==> src/design/spt_pkg.sv <==
// Package for the sensor pulse trigger: shared widths, register indexes,
// the configuration struct and the result struct. No dependencies.

package spt_pkg;

    localparam int STATE_W    = 32;   // bits of the state word that are tracked
    localparam int STATE_IN_W = 32;   // width of the state field on the input
    localparam int PERIOD_W   = 16;
    localparam int TICK_W     = PERIOD_W + 1;
    localparam int CFG_IDX_W  = 3;
    localparam int CFG_DATA_W = 16;
    localparam int S_DATA_W   = 40;   // 34 payload bits padded to whole bytes
    localparam int M_DATA_W   = 8;    // 3 payload bits padded to a byte

    localparam logic [CFG_IDX_W-1:0] REG_REPEAT_PERIOD = 3'd0;
    localparam logic [CFG_IDX_W-1:0] REG_PULSE_MODE    = 3'd1;
    localparam logic [CFG_IDX_W-1:0] REG_INVERT_LEVEL  = 3'd2;
    localparam logic [CFG_IDX_W-1:0] REG_TAP_ENABLE    = 3'd3;
    localparam logic [CFG_IDX_W-1:0] REG_DETECTOR_MODE = 3'd4;
    localparam logic [CFG_IDX_W-1:0] REG_SUSPENDED     = 3'd5;
    localparam logic [CFG_IDX_W-1:0] REG_HAS_TARGETS   = 3'd6;

    localparam logic [1:0] MODE_EDGE_ONLY = 2'd0;

    typedef struct packed {
        logic [PERIOD_W-1:0] repeat_period;
        logic [1:0]          pulse_mode;
        logic                invert_level;
        logic                tap_enable;
        logic                detector_mode;
        logic                suspended;
        logic                has_targets;
    } spt_cfg_t;

    typedef struct packed {
        logic level_on;
        logic fire_value;
        logic fire;
    } spt_res_t;

endpackage

==> src/design/spt_core.sv <==
// Sensor state and per-item update logic of the sensor pulse trigger.
// Depends on spt_pkg for the configuration and result structs.

module spt_core (
    input  logic                           aclk,
    input  logic                           aresetn,
    input  spt_pkg::spt_cfg_t              cfg,
    input  logic                           step,
    input  logic                           active,
    input  logic [spt_pkg::STATE_IN_W-1:0] state_id,
    input  logic                           raw_detect,
    output spt_pkg::spt_res_t              res
);

    logic [spt_pkg::STATE_W-1:0] prev_state_reg, prev_state_next;
    logic                        prev_valid_reg, prev_valid_next;
    logic                        first_run_reg, first_run_next;
    logic                        level_reg, level_next;
    logic [spt_pkg::TICK_W-1:0]  tick_count_reg, tick_count_next;
    logic                        tap_armed_reg, tap_armed_next;
    logic                        tap_release_reg, tap_release_next;
    logic                        pulse_on_reg, pulse_on_next;

    logic [spt_pkg::STATE_W-1:0] sid;
    logic                        changed;
    logic                        runs;
    logic                        tap_mode;
    logic [spt_pkg::TICK_W-1:0]  tick_inc;
    logic                        fr, lvl, arm, det, query, edge_seen, q, fire;

    assign sid      = state_id[spt_pkg::STATE_W-1:0];
    assign changed  = !prev_valid_reg || (prev_state_reg != sid);
    assign runs     = active && !cfg.suspended && cfg.has_targets;
    assign tap_mode = cfg.tap_enable && !cfg.pulse_mode[0];
    assign tick_inc = tick_count_reg + spt_pkg::TICK_W'(1);

    always_comb begin
        prev_state_next  = prev_state_reg;
        prev_valid_next  = prev_valid_reg;
        first_run_next   = first_run_reg;
        level_next       = level_reg;
        tick_count_next  = tick_count_reg;
        tap_armed_next   = tap_armed_reg;
        tap_release_next = tap_release_reg;
        pulse_on_next    = pulse_on_reg;
        fr        = first_run_reg;
        lvl       = level_reg;
        arm       = tap_armed_reg;
        det       = 1'b0;
        query     = 1'b0;
        edge_seen = 1'b0;
        q         = 1'b0;
        fire      = 1'b0;

        if (!active) begin
            if (changed) begin
                prev_state_next = sid;
                prev_valid_next = 1'b1;
                first_run_next  = 1'b1;
                level_next      = 1'b0;
                tap_armed_next  = 1'b1;
            end
        end else if (runs) begin
            // A state change restarts the sensor before the query decision.
            if (changed) begin
                fr  = 1'b1;
                lvl = 1'b0;
                arm = 1'b1;
                det = cfg.detector_mode;
                prev_state_next = sid;
                prev_valid_next = 1'b1;
            end
            first_run_next = fr;
            level_next     = lvl;
            tap_armed_next = arm;

            query = fr || (tick_inc > {1'b0, cfg.repeat_period})
                    || (cfg.pulse_mode == spt_pkg::MODE_EDGE_ONLY);
            tick_count_next = query ? '0 : tick_inc;

            if (query) begin
                edge_seen  = lvl != raw_detect;
                level_next = raw_detect;
                if (cfg.pulse_mode == spt_pkg::MODE_EDGE_ONLY) begin
                    fire = edge_seen;
                end else if (cfg.pulse_mode[1]) begin
                    fire = edge_seen || (raw_detect == cfg.invert_level);
                end else begin
                    fire = edge_seen || (raw_detect != cfg.invert_level);
                end

                if (tap_mode) begin
                    q             = raw_detect != cfg.invert_level;
                    fire          = 1'b0;
                    pulse_on_next = 1'b0;
                    if (arm && q) begin
                        fire             = 1'b1;
                        level_next       = 1'b1;
                        pulse_on_next    = 1'b1;
                        tap_armed_next   = 1'b0;
                        tap_release_next = 1'b1;
                    end else if (tap_release_reg) begin
                        level_next       = 1'b0;
                        fire             = 1'b1;
                        tap_release_next = 1'b0;
                    end else begin
                        level_next     = 1'b0;
                        tap_armed_next = arm || !q;
                    end
                end else begin
                    pulse_on_next = raw_detect ^ cfg.invert_level;
                end

                if (fr) begin
                    first_run_next = 1'b0;
                    if (cfg.invert_level) begin
                        fire = 1'b1;
                    end
                end
                if (det) begin
                    fire = 1'b1;
                end
            end
        end

        res.fire       = fire;
        res.fire_value = fire && (tap_mode ? level_next : (level_next ^ cfg.invert_level));
        res.level_on   = pulse_on_next;
    end

    always_ff @(posedge aclk) begin
        if (!aresetn) begin
            prev_state_reg  <= '0;
            prev_valid_reg  <= 1'b0;
            first_run_reg   <= 1'b1;
            level_reg       <= 1'b0;
            tick_count_reg  <= '0;
            tap_armed_reg   <= 1'b1;
            tap_release_reg <= 1'b0;
            pulse_on_reg    <= 1'b0;
        end else if (step) begin
            prev_state_reg  <= prev_state_next;
            prev_valid_reg  <= prev_valid_next;
            first_run_reg   <= first_run_next;
            level_reg       <= level_next;
            tick_count_reg  <= tick_count_next;
            tap_armed_reg   <= tap_armed_next;
            tap_release_reg <= tap_release_next;
            pulse_on_reg    <= pulse_on_next;
        end
    end

    // Any accepted item that is inactive or running leaves a recorded state behind it.
    a_state_seen: assert property (@(posedge aclk) disable iff (!aresetn)
        step && (!active || runs) |=> prev_valid_reg)
        else $error("state word not recorded after item");

    // Detector mode must fire on a state change seen while running.
    a_detector_fire: assert property (@(posedge aclk) disable iff (!aresetn)
        step && runs && changed && cfg.detector_mode |-> res.fire)
        else $error("detector mode missed a state change");

    // A reported value of one only travels with a pulse.
    a_value_needs_fire: assert property (@(posedge aclk) disable iff (!aresetn)
        res.fire_value |-> res.fire)
        else $error("fire_value set without fire");

    // Sensor state moves only when an item is taken.
    a_hold_when_idle: assert property (@(posedge aclk) disable iff (!aresetn)
        !step |=> $stable(tick_count_reg) && $stable(pulse_on_reg) && $stable(prev_state_reg))
        else $error("sensor state changed without an item");

endmodule

==> src/design/spt_outbuf.sv <==
// Two-entry result buffer (output register plus skid register) of the
// sensor pulse trigger. Depends on spt_pkg for the result struct.

module spt_outbuf (
    input  logic              aclk,
    input  logic              aresetn,
    input  logic              in_valid,
    output logic              in_ready,
    input  spt_pkg::spt_res_t in_res,
    output logic              out_valid,
    input  logic              out_ready,
    output spt_pkg::spt_res_t out_res
);

    logic              out_valid_reg, out_valid_next;
    logic              skid_valid_reg, skid_valid_next;
    spt_pkg::spt_res_t out_res_reg, out_res_next;
    spt_pkg::spt_res_t skid_res_reg, skid_res_next;
    logic              push, out_free;

    assign in_ready  = !skid_valid_reg;
    assign push      = in_valid && in_ready;
    assign out_free  = !out_valid_reg || out_ready;
    assign out_valid = out_valid_reg;
    assign out_res   = out_res_reg;

    always_comb begin
        out_valid_next  = out_valid_reg;
        skid_valid_next = skid_valid_reg;
        out_res_next    = out_res_reg;
        skid_res_next   = skid_res_reg;
        if (out_free) begin
            if (skid_valid_reg) begin
                out_valid_next  = 1'b1;
                out_res_next    = skid_res_reg;
                skid_valid_next = 1'b0;
            end else begin
                out_valid_next = push;
                out_res_next   = in_res;
            end
        end else if (push) begin
            skid_valid_next = 1'b1;
            skid_res_next   = in_res;
        end
    end

    always_ff @(posedge aclk) begin
        if (!aresetn) begin
            out_valid_reg  <= 1'b0;
            skid_valid_reg <= 1'b0;
        end else begin
            out_valid_reg  <= out_valid_next;
            skid_valid_reg <= skid_valid_next;
        end
    end

    always_ff @(posedge aclk) begin
        out_res_reg  <= out_res_next;
        skid_res_reg <= skid_res_next;
    end

    // The skid entry is always the younger one.
    a_skid_behind_out: assert property (@(posedge aclk) disable iff (!aresetn)
        skid_valid_reg |-> out_valid_reg)
        else $error("skid entry without output entry");

    // An item arriving while the output stalls is parked in the skid entry.
    a_park_on_stall: assert property (@(posedge aclk) disable iff (!aresetn)
        push && out_valid_reg && !out_ready |=> skid_valid_reg)
        else $error("item lost while output stalled");

    // A parked item keeps its value until it moves up.
    a_skid_holds: assert property (@(posedge aclk) disable iff (!aresetn)
        skid_valid_reg && !out_ready |=> skid_valid_reg && $stable(skid_res_reg))
        else $error("parked item changed");

endmodule

==> src/design/sensor_pulse_trigger.sv <==
// Sensor pulse trigger: turns a raw detect bit into pulse strobes. Each
// accepted item is processed in the cycle it is taken and produces exactly
// one result item, registered in the output buffer. One item is taken per
// clock while the skid entry is empty; the two-entry result buffer lets it
// keep taking items while one result is stalled. Configuration is written
// by the user through cfg_wen/cfg_index/cfg_wdata only while idle; the
// block does not enforce it. Depends on spt_pkg, spt_core and spt_outbuf.

module sensor_pulse_trigger (
    input  logic                             aclk,
    input  logic                             aresetn,
    input  logic                             cfg_wen,
    input  logic [spt_pkg::CFG_IDX_W-1:0]    cfg_index,
    input  logic [spt_pkg::CFG_DATA_W-1:0]   cfg_wdata,
    input  logic                             s_tvalid,
    output logic                             s_tready,
    // Bits from 0: active, state_id[31:0], raw_detect, zero padding.
    input  logic [spt_pkg::S_DATA_W-1:0]     s_tdata,
    output logic                             m_tvalid,
    input  logic                             m_tready,
    // Bits from 0: fire, fire_value, level_on, zero padding.
    output logic [spt_pkg::M_DATA_W-1:0]     m_tdata
);

    spt_pkg::spt_cfg_t cfg_reg;
    spt_pkg::spt_res_t core_res, buf_res;
    logic              step;

    assign step = s_tvalid && s_tready;

    always_ff @(posedge aclk) begin
        if (!aresetn) begin
            cfg_reg.repeat_period <= '0;
            cfg_reg.pulse_mode    <= spt_pkg::MODE_EDGE_ONLY;
            cfg_reg.invert_level  <= 1'b0;
            cfg_reg.tap_enable    <= 1'b0;
            cfg_reg.detector_mode <= 1'b0;
            cfg_reg.suspended     <= 1'b0;
            cfg_reg.has_targets   <= 1'b1;
        end else if (cfg_wen) begin
            unique case (cfg_index)
                spt_pkg::REG_REPEAT_PERIOD:
                    cfg_reg.repeat_period <= cfg_wdata[spt_pkg::PERIOD_W-1:0];
                spt_pkg::REG_PULSE_MODE:    cfg_reg.pulse_mode    <= cfg_wdata[1:0];
                spt_pkg::REG_INVERT_LEVEL:  cfg_reg.invert_level  <= cfg_wdata[0];
                spt_pkg::REG_TAP_ENABLE:    cfg_reg.tap_enable    <= cfg_wdata[0];
                spt_pkg::REG_DETECTOR_MODE: cfg_reg.detector_mode <= cfg_wdata[0];
                spt_pkg::REG_SUSPENDED:     cfg_reg.suspended     <= cfg_wdata[0];
                spt_pkg::REG_HAS_TARGETS:   cfg_reg.has_targets   <= cfg_wdata[0];
                default: ;
            endcase
        end
    end

    spt_core u_core (
        .aclk       (aclk),
        .aresetn    (aresetn),
        .cfg        (cfg_reg),
        .step       (step),
        .active     (s_tdata[0]),
        .state_id   (s_tdata[spt_pkg::STATE_IN_W:1]),
        .raw_detect (s_tdata[spt_pkg::STATE_IN_W+1]),
        .res        (core_res)
    );

    spt_outbuf u_outbuf (
        .aclk      (aclk),
        .aresetn   (aresetn),
        .in_valid  (s_tvalid),
        .in_ready  (s_tready),
        .in_res    (core_res),
        .out_valid (m_tvalid),
        .out_ready (m_tready),
        .out_res   (buf_res)
    );

    assign m_tdata = {{(spt_pkg::M_DATA_W-3){1'b0}},
                      buf_res.level_on, buf_res.fire_value, buf_res.fire};

endmodule
==> config.mk <==
export PLATFORM = sky130hd
export DESIGN_NAME = sensor_pulse_trigger
export DESIGN_NICKNAME = d
export VERILOG_FILES = /design/src/design/spt_pkg.sv /design/src/design/spt_core.sv /design/src/design/spt_outbuf.sv /design/src/design/sensor_pulse_trigger.sv
export SDC_FILE = /design/constraint.sdc
export NUM_CORES = 1
export LEC_CHECK = 0
export ABC_AREA = 0
export BUFFER_PORTS_ARGS = -buffer_cell sky130_fd_sc_hd__buf_4
export CAP_MARGIN = 10
export CORE_MARGIN = 4
export CORE_UTILIZATION = 45
export DETAILED_ROUTE_END_ITERATION = 8
export PLACE_DENSITY_LB_ADDON = 0.1
export SYNTH_ARGS = -nofsm -noshare
export SYNTH_HDL_FRONTEND = slang
export SYNTH_SLANG_ARGS = --single-unit
==> constraint.sdc <==
create_clock -name aclk -period 5.1 [get_ports aclk]
set_input_delay 1.02 -clock aclk [delete_from_list [all_inputs] [get_ports aclk]]
set_output_delay 1.02 -clock aclk [all_outputs]
set_load 0.02 [all_outputs]
==> results of run 1 <==
## power groups by stage
stage | Sequential, mW | Combinational [mW] | Clock [mW]
2_1_floorplan | 0.737 | 0.120 | 0
5_1_grt | 0.724 | 0.215 | 0.530
6_report | 0.721 | 0.193 | 0.482
3_5_place_dp | 0.737 | 0.192 | 0
4_1_cts | 0.721 | 0.192 | 0.498
3_3_place_gp | 0.735 | 0.189 | 0
## synthesized netlist by cell type, drive strengths merged, types with 11 or more instances
cell type	number
a21boi	12
a21oi	29
clkbuf	16
dfxtp	80
ha	17
inv	23
mux2i	40
nand2	64
nand3	22
nand4	17
nor2	60
nor2b	13
nor3	11
o21ai	15
xnor2	30
xor2	16
## per-layer routing
metal | global-route usage | part of all wire | vias up
li1 | - | - | 1979
met1 | 0.232 | 0.47 | 1773
met2 | 0.291 | 0.46 | 78
met3 | 0.0423 | 0.058 | 10
met4 | 0.0534 | 0.012 | 0
met5 | 0 | 0 | -
## critical path: cells and delay by family, from the launching register on
family | cells | cell delay, ns
adder cells (fa/ha/maj) | 1 | 0.30
flip-flops | 1 | 0.41
multiplexers | 2 | 0.58
AO/OA/AOI/OAI | 2 | 0.35
AND/OR/NAND/NOR | 9 | 2.29
XOR/XNOR | 1 | 0.16
## final cells by class
| type | instances | area [um^2] |
|---|---|---|
| clock buffer | 11 | 131 |
| clock inverter | 5 | 61.3 |
| fill | 940 | 4510 |
| inverter | 24 | 90.1 |
| multi-input combinational | 413 | 2670 |
| sequential | 86 | 1780 |
| tap | 133 | 166 |
| timing repair buffer | 64 | 500 |
## cells in the final DEF, fill, tap and decap left out, types with 4 or more instances in the layout
master / n
nand3_1: 22
or3_1: 4
nor2_1: 60
nor4_1: 8
nand4_1: 17
nor3_1: 9
xor2_1: 16
dfxtp_1: 80
a21boi_0: 10
inv_1: 23
edfxtp_1: 6
conb_1: 5
a21oi_1: 29
o21ai_0: 13
ha_1: 17
buf_4: 63
nand2_1: 62
mux2i_1: 40
o21a_1: 4
nand2b_1: 7
xnor2_1: 30
clkbuf_8: 9
nor2b_1: 13
## cell families (layout without fill, tap and decap cells)
family | count (synthesis) | in the layout | share of synthesized area
AND/OR/NAND/NOR | 225 | 225 | 0.237
buffers and inverters | 50 | 104 | 0.0466
multiplexers | 43 | 43 | 0.0943
adder cells (fa/ha/maj) | 17 | 17 | 0.0458
other | 1 | 5 | 0.000807
XOR/XNOR | 46 | 46 | 0.0867
flip-flops | 86 | 86 | 0.384
AO/OA/AOI/OAI | 77 | 77 | 0.105
## per-stage QoR
step | instance area (um^2) | hold slack, ns | total power [mW] | cells | utilization
global route | 5400 | 0.489 | 1.47 | 736 | 0.545
global placement | 5180 | 0.447 | 0.924 | 719 | 0.523
CTS | 5370 | 0.464 | 1.41 | 735 | 0.542
floorplan | 4660 | 0.436 | 0.857 | 549 | -
finish | 5400 | 0.459 | 1.40 | 736 | 0.545
detailed placement | 5180 | 0.452 | 0.929 | 719 | 0.523
## final timing paths
path	depth (start not counted)	from	endpoint	slack [ns]
setup reg to reg	15	u_core.tick_count_reg[0]	u_outbuf.out_res[2]	0.78
hold / removal	2	cfg_reg[21]	cfg_reg[21]	0.46
setup / recovery	15	u_core.tick_count_reg[0]	u_outbuf.out_res[2]	0.78
hold reg to reg	2	cfg_reg[21]	cfg_reg[21]	0.46
==> impl_metrics.tcl, run 1 <==
set metrics [dict create \
    synth_seq_cells 86 \
    area_growth_pct 16.3 \
    finalWeightedCongestion 0.842 \
    drc_errors 0 \
    dp_hpwl_um 7530 \
    p_sw_mw 0.369 \
    tightest_slew_ns 1.12 \
    slowest_stage "and4_4" \
    cts_resized 0 \
    status "finished clean" \
    max_freq_mhz 231 \
    fp.dieArea_um2 12000 \
    skew_ns 0.0153 \
    yosys_most_used_dff "dfxtp_1" \
    antenna_left 0 \
    wl_per_cell_um 13.9 \
    cts_buffers 9 \
    synth_top_area_cell "dfxtp_1" \
    vias 3840 \
    maxCapViolations 0 \
    fin_ws_ns 0.776 \
    crit_chain "nand3_1 > nor2_1 > nand4_1 > nor2_1 > nand3_1 > xnor2_1 > ha_1 > nand4_1 > nor4_1 > o41ai_1 > a21oi_1 > and4_4 > nor2_1 > mux2_4 > mux2_2" \
    yosysUniqueCellTypes 55 \
    ctsHoldBuffers 0 \
    min_path_type "flop to flop" \
    die_h_um 110 \
    cts_tree "yes" \
    p_clk_frac 0.345 \
    gr-total-overflow 0 \
    start_kind "flop" \
    seqPwrFrac 0.516 \
    slew_headroom 0.252 \
    power.share.switching 0.264 \
    layout-drive-gt1-share 0.149 \
    drt-initial-drc-count 128 \
    cpMostUsedCell "nor2_1" \
    power_frac_comb 0.138 \
    largest_reg_flops 32 \
    die_w_um 110 \
    htree_levels 3 \
    criticalPathCategory "flop to flop" \
    power.density_nw_per_um2 258 \
    fin_crit_ns 4.32 \
    antenna_found_initial 0 \
    grt_first_pass_wirelength_um 16900 \
    maxSlewViolCount 0 \
    via_per_inst 5.22 \
    cts_setup_buffers 0 \
    end_kind "flop" \
    setup_viol 0 \
    nNetsFinal 679 \
    totalWireLength_um 10200 \
    p_int_mw 1.03 \
    cts_sinks 86 \
    io_pins 74 \
    cpPeakStageDelay_ns 0.44 \
    port_buffers 62 \
    core-area_um2 9910 \
    drt_pass1_iterations 4 \
    diodes 0 \
    worstSkewPairLatency_ns 0.36 \
    synth-warning-count 0 \
    grt_max_degree 36 \
    syn_area_um2 4640 \
    pre_cts_ws_ns 0.835 \
    grt_pass1_vias 3608 \
    cp_max_fo 23 \
    synth.avg_cell_area_um2 8.52 \
    synth_top_area_share 0.345 \
    cts_root_buf "clkbuf_8" \
    period_share 0.848 \
    synth_area_leaders "dfxtp_1 (34%), mux2i_1 (8.6%), xnor2_1 (5.7%)" \
    peakVddDrop_uv 145 \
    synthCells 545 \
    async_flop_share 0 \
    p_leak_nw 2.20 \
    rows 36 \
    cts_max_path_buffers 2 \
    rsz0062_at_grt "false" \
    grtUsageTotal 0.178 \
    synth_edf_count 6 \
    arrival_ns 4.45 \
    worstPathRequired_ns 5.22 \
    cts.clk_slew.worst_paths_ns 0.10 \
    finalHoldViolCount 0 \
    fin_tns_setup_ns 0 \
    initial_core_util 0.469 \
    seq_area_frac_synth 0.384 \
]
Note: power is estimated with default switching activity, not from simulation.
==> inputs of run 2 (changes only) <==
clock period = 3.55 ns   (was 5.1 ns; I/O delays follow)
==> impl_metrics.tcl, run 2 (synthesis results as in run 1) <==
set metrics [dict create \
    hold_path_end "cfg_reg[22]" \
    cts_buffers 9 \
    rsz0062_at_grt "true" \
    multiInputGateArea_um2 2860 \
    r2r-start "u_core.tick_count_reg[0]" \
    period_share 1.03 \
    holdCritStartpoint "cfg_reg[22]" \
    io_pins 74 \
    area_growth_pct 27.5 \
    stdcell_area_um2 5920 \
    fp.dieArea_um2 12000 \
    cp_max_fo 4 \
    arrival_ns 3.78 \
    vias 4037 \
    criticalPathCategory "flop to flop" \
    cts.clk_slew.worst_paths_ns 0.09 \
    worstPathRequired_ns 3.67 \
    seqCellArea_um2 1800 \
    r2r-end "u_outbuf.out_res[2]" \
    pre_cts_ws_ns -0.157 \
    whs_path_depth 2 \
    cts_tree "yes" \
    placed_area_um2 5450 \
    gr-total-overflow 0 \
    tightest_slew_ns 0.845 \
    grt_max_degree 34 \
    start_kind "flop" \
    r2r_slack_ns -0.11 \
    reg2regPathDepth 17 \
    cts_sinks 86 \
    slew_headroom 0.435 \
    end_kind "flop" \
    power.density_nw_per_um2 334 \
    grt_first_pass_wirelength_um 18300 \
    grtUsageTotal 0.195 \
    rows 36 \
    maxCapViolations 0 \
    via_per_inst 5.18 \
    die_h_um 110 \
    fin_ws_ns -0.110 \
    cts_max_path_buffers 2 \
    diodes 0 \
    grt_pass1_vias 3931 \
    final_cell_mix "buf_4 (103), dfxtp_1 (71), nand2_1 (60), nor2_1 (57), mux2i_1 (40)" \
    initial_core_util 0.469 \
    grtUsageMet3 0.0505 \
    p_leak_nw 2.51 \
    violations "setup timing" \
    cts_root_buf "clkbuf_8" \
    drt-initial-drc-count 153 \
    grt-busiest-layer "met2" \
    status "finished with violations" \
    gr-usage-met1 0.247 \
    core-area_um2 9910 \
    layout-drive-gt1-share 0.259 \
    min_path_type "flop to flop" \
    maxSlewViolCount 0 \
    wl_per_cell_um 14.4 \
    utilization 0.597 \
    n_fill_cell 883 \
    antenna_left 0 \
    htree_levels 3 \
    max_freq_mhz 273 \
    skew_ns 0.00869 \
    drc_errors 0 \
    largest_reg_flops 32 \
    drt_pass1_iterations 5 \
    finalWeightedCongestion 0.932 \
    mostFrequentLayoutCell "buf_4" \
    die_w_um 110 \
    totalWireLength_um 11200 \
    antenna_found_initial 1 \
    dp_hpwl_um 7990 \
    grt_use_met2 0.321 \
    fin_crit_ns 3.66 \
    worstSkewPairLatency_ns 0.36 \
    nNetsFinal 722 \
    peakVddDrop_uv 215 \
    setup_viol 7 \
    port_buffers 62 \
    finalHoldViolCount 0 \
]
run 2: per-stage QoR:
| step | std cells | setup TNS (ns) | total power [mW] | hold WS, ns |
|---|---|---|---|---|
| after CTS | 774 | 0 | 1.99 | 0.460 |
| after global placement | 751 | -0.195 | 1.34 | 0.444 |
| after detailed placement | 751 | -0.452 | 1.34 | 0.449 |
| after global routing | 779 | -2.14 | 2.08 | 0.481 |
| after floorplan | 549 | 0 | 1.23 | 0.436 |
| final | 779 | -0.341 | 1.98 | 0.459 |
run 2: how the worst max path moves through the flow:
| stage | startpoint | endpoint | slack, ns | cells after the start |
|---|---|---|---|---|
| after floorplan | u_core.tick_count_reg[2] | u_outbuf.out_res[2] | 0.0007 | 15 |
| after global placement | u_core.tick_count_reg[1] | u_outbuf.out_res[2] | -0.08 | 15 |
| after detailed placement | u_core.tick_count_reg[1] | u_outbuf.out_res[2] | -0.16 | 15 |
| after CTS | u_core.tick_count_reg[6] | u_outbuf.out_res[2] | 0.004 | 16 |
| after global routing | u_core.tick_count_reg[7] | u_core.tick_count_reg[13] | -0.22 | 17 |
| final | u_core.tick_count_reg[0] | u_outbuf.out_res[2] | -0.11 | 17 |
run 2: critical path, cell delays in order (launching register included):
cell     delay (ns)
dfxtp_4        0.37
buf_6          0.12
nand3_4        0.07
nor2_4         0.10
nand4_1        0.15
nor2_2         0.15
nand3_2        0.11
xnor2_2        0.18
ha_1           0.32
nand4_1        0.12
buf_4          0.17
o41ai_4        0.35
o41ai_2        0.13
a21oi_2        0.18
and4_4         0.28
nor2_4         0.05
mux2_4         0.30
mux2_4         0.25
run 2: power by group:
part / switching, mW / leakage, nW / internal, mW / total [mW]
clock network: 0.356 / 0.0934 / 0.293 / 0.649
logic: 0.152 / 1.69 / 0.142 / 0.294
registers: 0.0227 / 0.722 / 1.01 / 1.03
total: 0.531 / 2.51 / 1.45 / 1.98
run 2: what timing repair did:
item,4_1_cts,5_1_grt
gates resized for setup,27,16
pin swaps,18,17
setup buffers,7,5
hold buffers,0,0
endpoints found under the hold margin,0,0
setup endpoints to repair,11,22
gates cloned,0,0
run 2: metal layers:
metal / share of wire / vias to the layer above
met3: 0.051 / 14
li1: - / 2062
met5: 0.0018 / -
met4: 0.015 / 2
met1: 0.46 / 1877
met2: 0.47 / 82
run 2: area by class of cell:
| type | instances | share of cell area |
|---|---|---|
| clock buffers | 13 | 0.0268 |
| clock inverters | 3 | 0.00317 |
| inverters | 24 | 0.0152 |
| multi-input cells | 413 | 0.484 |
| flip-flops and latches | 86 | 0.303 |
| well taps | 133 | 0.0281 |
| repair buffers | 107 | 0.140 |
==> inputs of run 3 (changes only) <==
ABC_AREA = 1   (was 0)
==> impl_metrics.tcl, run 3 <==
set metrics [dict create \
    worstSkewPairLatency_ns 0.36 \
    wl_per_cell_um 12.2 \
    cts.clk_slew.worst_paths_ns 0.08 \
    drc_errors 0 \
    synth_edf_count 6 \
    initial_core_util 0.465 \
    grt_pass1_vias 4201 \
    finalHoldViolCount 0 \
    multiInputGateArea_um2 2530 \
    dp_cells 888 \
    rsz0062_at_grt "false" \
    seqCellArea_um2 1790 \
    tightest_slew_ns 0.922 \
    yosysMostFrequentCell "nand2_1" \
    seq_area_frac_synth 0.368 \
    cts_root_buf "clkbuf_8" \
    vias 4471 \
    cts_buffers 9 \
    max_freq_mhz 310 \
    totalWireLength_um 11000 \
    die_h_um 112 \
    synth_top_area_cell "dfxtp_1" \
    power.density_nw_per_um2 367 \
    core-area_um2 10400 \
    grt_use_met2 0.295 \
    grt_first_pass_wirelength_um 18800 \
    synth_commonest_cells "nand2_1 (128), inv_1 (111), dfxtp_1 (80), a21oi_1 (71), nor2_1 (71)" \
    drt_pass1_iterations 7 \
    synth.avg_cell_area_um2 6.85 \
    placed_area_um2 5390 \
    ctsHoldBuffers 0 \
    grt_max_degree 57 \
    antenna_found_initial 0 \
    grtUsageMet3 0.0446 \
    synth_seq_cells 86 \
    htree_levels 3 \
    maxCapViolations 0 \
    port_buffers 62 \
    slew_headroom 0.385 \
    finalWeightedCongestion 0.838 \
    yosysUniqueCellTypes 39 \
    arrival_ns 3.34 \
    synth_area_leaders "dfxtp_1 (33%), nand2_1 (9.9%), inv_1 (8.6%)" \
    yosys_most_used_dff "dfxtp_1" \
    area_growth_pct 15.9 \
    antenna_left 0 \
    dp_hpwl_um 8300 \
    fin_tns_setup_ns 0 \
    final_cell_mix "nand2_1 (127), inv_1 (110), dfxtp_1 (77), a21oi_1 (71), nor2_1 (69)" \
    fin_crit_ns 3.23 \
    diodes 0 \
    nNetsFinal 845 \
    skew_ns 0.00886 \
    stdcell_area_um2 5620 \
    mostFrequentLayoutCell "nand2_1" \
    setup_viol 0 \
    syn_area_um2 4850 \
    min_path_type "flop to flop" \
    start_kind "flop" \
    synth_top_area_share 0.330 \
    p_leak_nw 2.62 \
    finalPower_mw 2.06 \
    maxSlewViolCount 0 \
    n_fill_cell 1017 \
    grtUsageTotal 0.178 \
    grt-busiest-layer "met2" \
    async_flop_share 0 \
    status "finished clean" \
    gr-total-overflow 0 \
    stdcell_count 905 \
    peakVddDrop_uv 165 \
    drt-initial-drc-count 266 \
    largest_reg_flops 32 \
    utilization 0.539 \
    synth-warning-count 0 \
    layout-drive-gt1-share 0.160 \
    end_kind "flop" \
    via_per_inst 4.94 \
    synthCells 708 \
    rows 37 \
    period_share 0.910 \
    worstPathRequired_ns 3.66 \
    cp_max_fo 3 \
    criticalPathCategory "flop to flop" \
    gr-usage-met1 0.233 \
    cts_max_path_buffers 2 \
    die_w_um 112 \
    cts_sinks 86 \
    fp.dieArea_um2 12500 \
    cts_tree "yes" \
    io_pins 74 \
]
run 3: cell types whose count changed after synthesis, moves of 7 or more:
cell / change
inv_1: +88
nand2_1: +65
o21ai_0: +50
a21oi_1: +42
mux2i_1: -40
xnor2_1: -26
nor2b_1: -13
nand3_1: +12
nor2_1: +11
a21boi_0: -10
nand2b_1: -7
nor2_2: +7
run 3: logic make-up after synthesis:
group	count (synthesis)	synth area share
buf+inv	143	0.119
compound gates	148	0.157
xor+xnor	25	0.0452
fa+ha+maj	17	0.0439
other cells	1	0.000774
simple gates	288	0.266
flops	86	0.368
run 3: where the power goes:
| part | internal, mW | switching (mW) | total, mW |
|---|---|---|---|
| registers | 1.03 | 0.0279 | 1.05 |
| clock network | 0.328 | 0.347 | 0.675 |
| logic | 0.132 | 0.203 | 0.335 |
run 3: final timing paths:
check / startpoint / endpoint / slack, ns / depth (start not counted)
worst min-delay path: u_core.tick_count_reg[16] / u_core.tick_count_reg[16] / 0.46 / 2
worst max-delay path: u_core.tick_count_reg[0] / u_outbuf.out_res[1] / 0.32 / 25
worst max register to register: u_core.tick_count_reg[0] / u_outbuf.out_res[1] / 0.32 / 25
worst min register to register: u_core.tick_count_reg[16] / u_core.tick_count_reg[16] / 0.46 / 2
run 3: layout make-up:
type                            count  area share
Clock inverter                      3     0.00780
Sequential cell                    86       0.318
Timing Repair Buffer               66      0.0882
Multi-Input combinational cell    483       0.451
Clock buffer                       13      0.0247
Tap cell                          136      0.0303
Inverter                          118      0.0800
run 3: metal layers:
metal  part of all wire  wire [um]
met3              0.041        453
met1               0.48       5250
met5                  0          0
met2               0.47       5160
met4              0.014        156
run 3: repair_timing:
item                       CTS  global route
buffers inserted             0             1
setup endpoints to repair    0             8
resized for setup            0            11
run 3: per-stage QoR:
| stage | setup slack, ns | hold slack, ns |
|---|---|---|
| floorplan | 0.558 | 0.427 |
| global placement | 0.149 | 0.432 |
| detailed placement | 0.103 | 0.436 |
| CTS | 0.0891 | 0.464 |
| global route | 0.0121 | 0.478 |
| finish | 0.321 | 0.459 |
run 3: critical path, cell delays in order, from the launching register on:
cell     delay [ns]
dfxtp_2        0.35
ha_2           0.20
nand4_1        0.13
nor2_2         0.18
nand3_2        0.14
nor2_4         0.12
nand3_1        0.11
xor2_1         0.16
inv_1          0.07
ha_1           0.30
inv_2          0.09
nor3_1         0.05
nor3_1         0.23
nand2_1        0.08
nand2_1        0.05
nand2_1        0.04
nand2_1        0.05
nand2_1        0.06
nand2_2        0.10
nand3_1        0.10
nand3_2        0.09
nand2_1        0.06
nand2_1        0.08
nand2_1        0.05
nand2_1        0.05
nand2_1        0.04
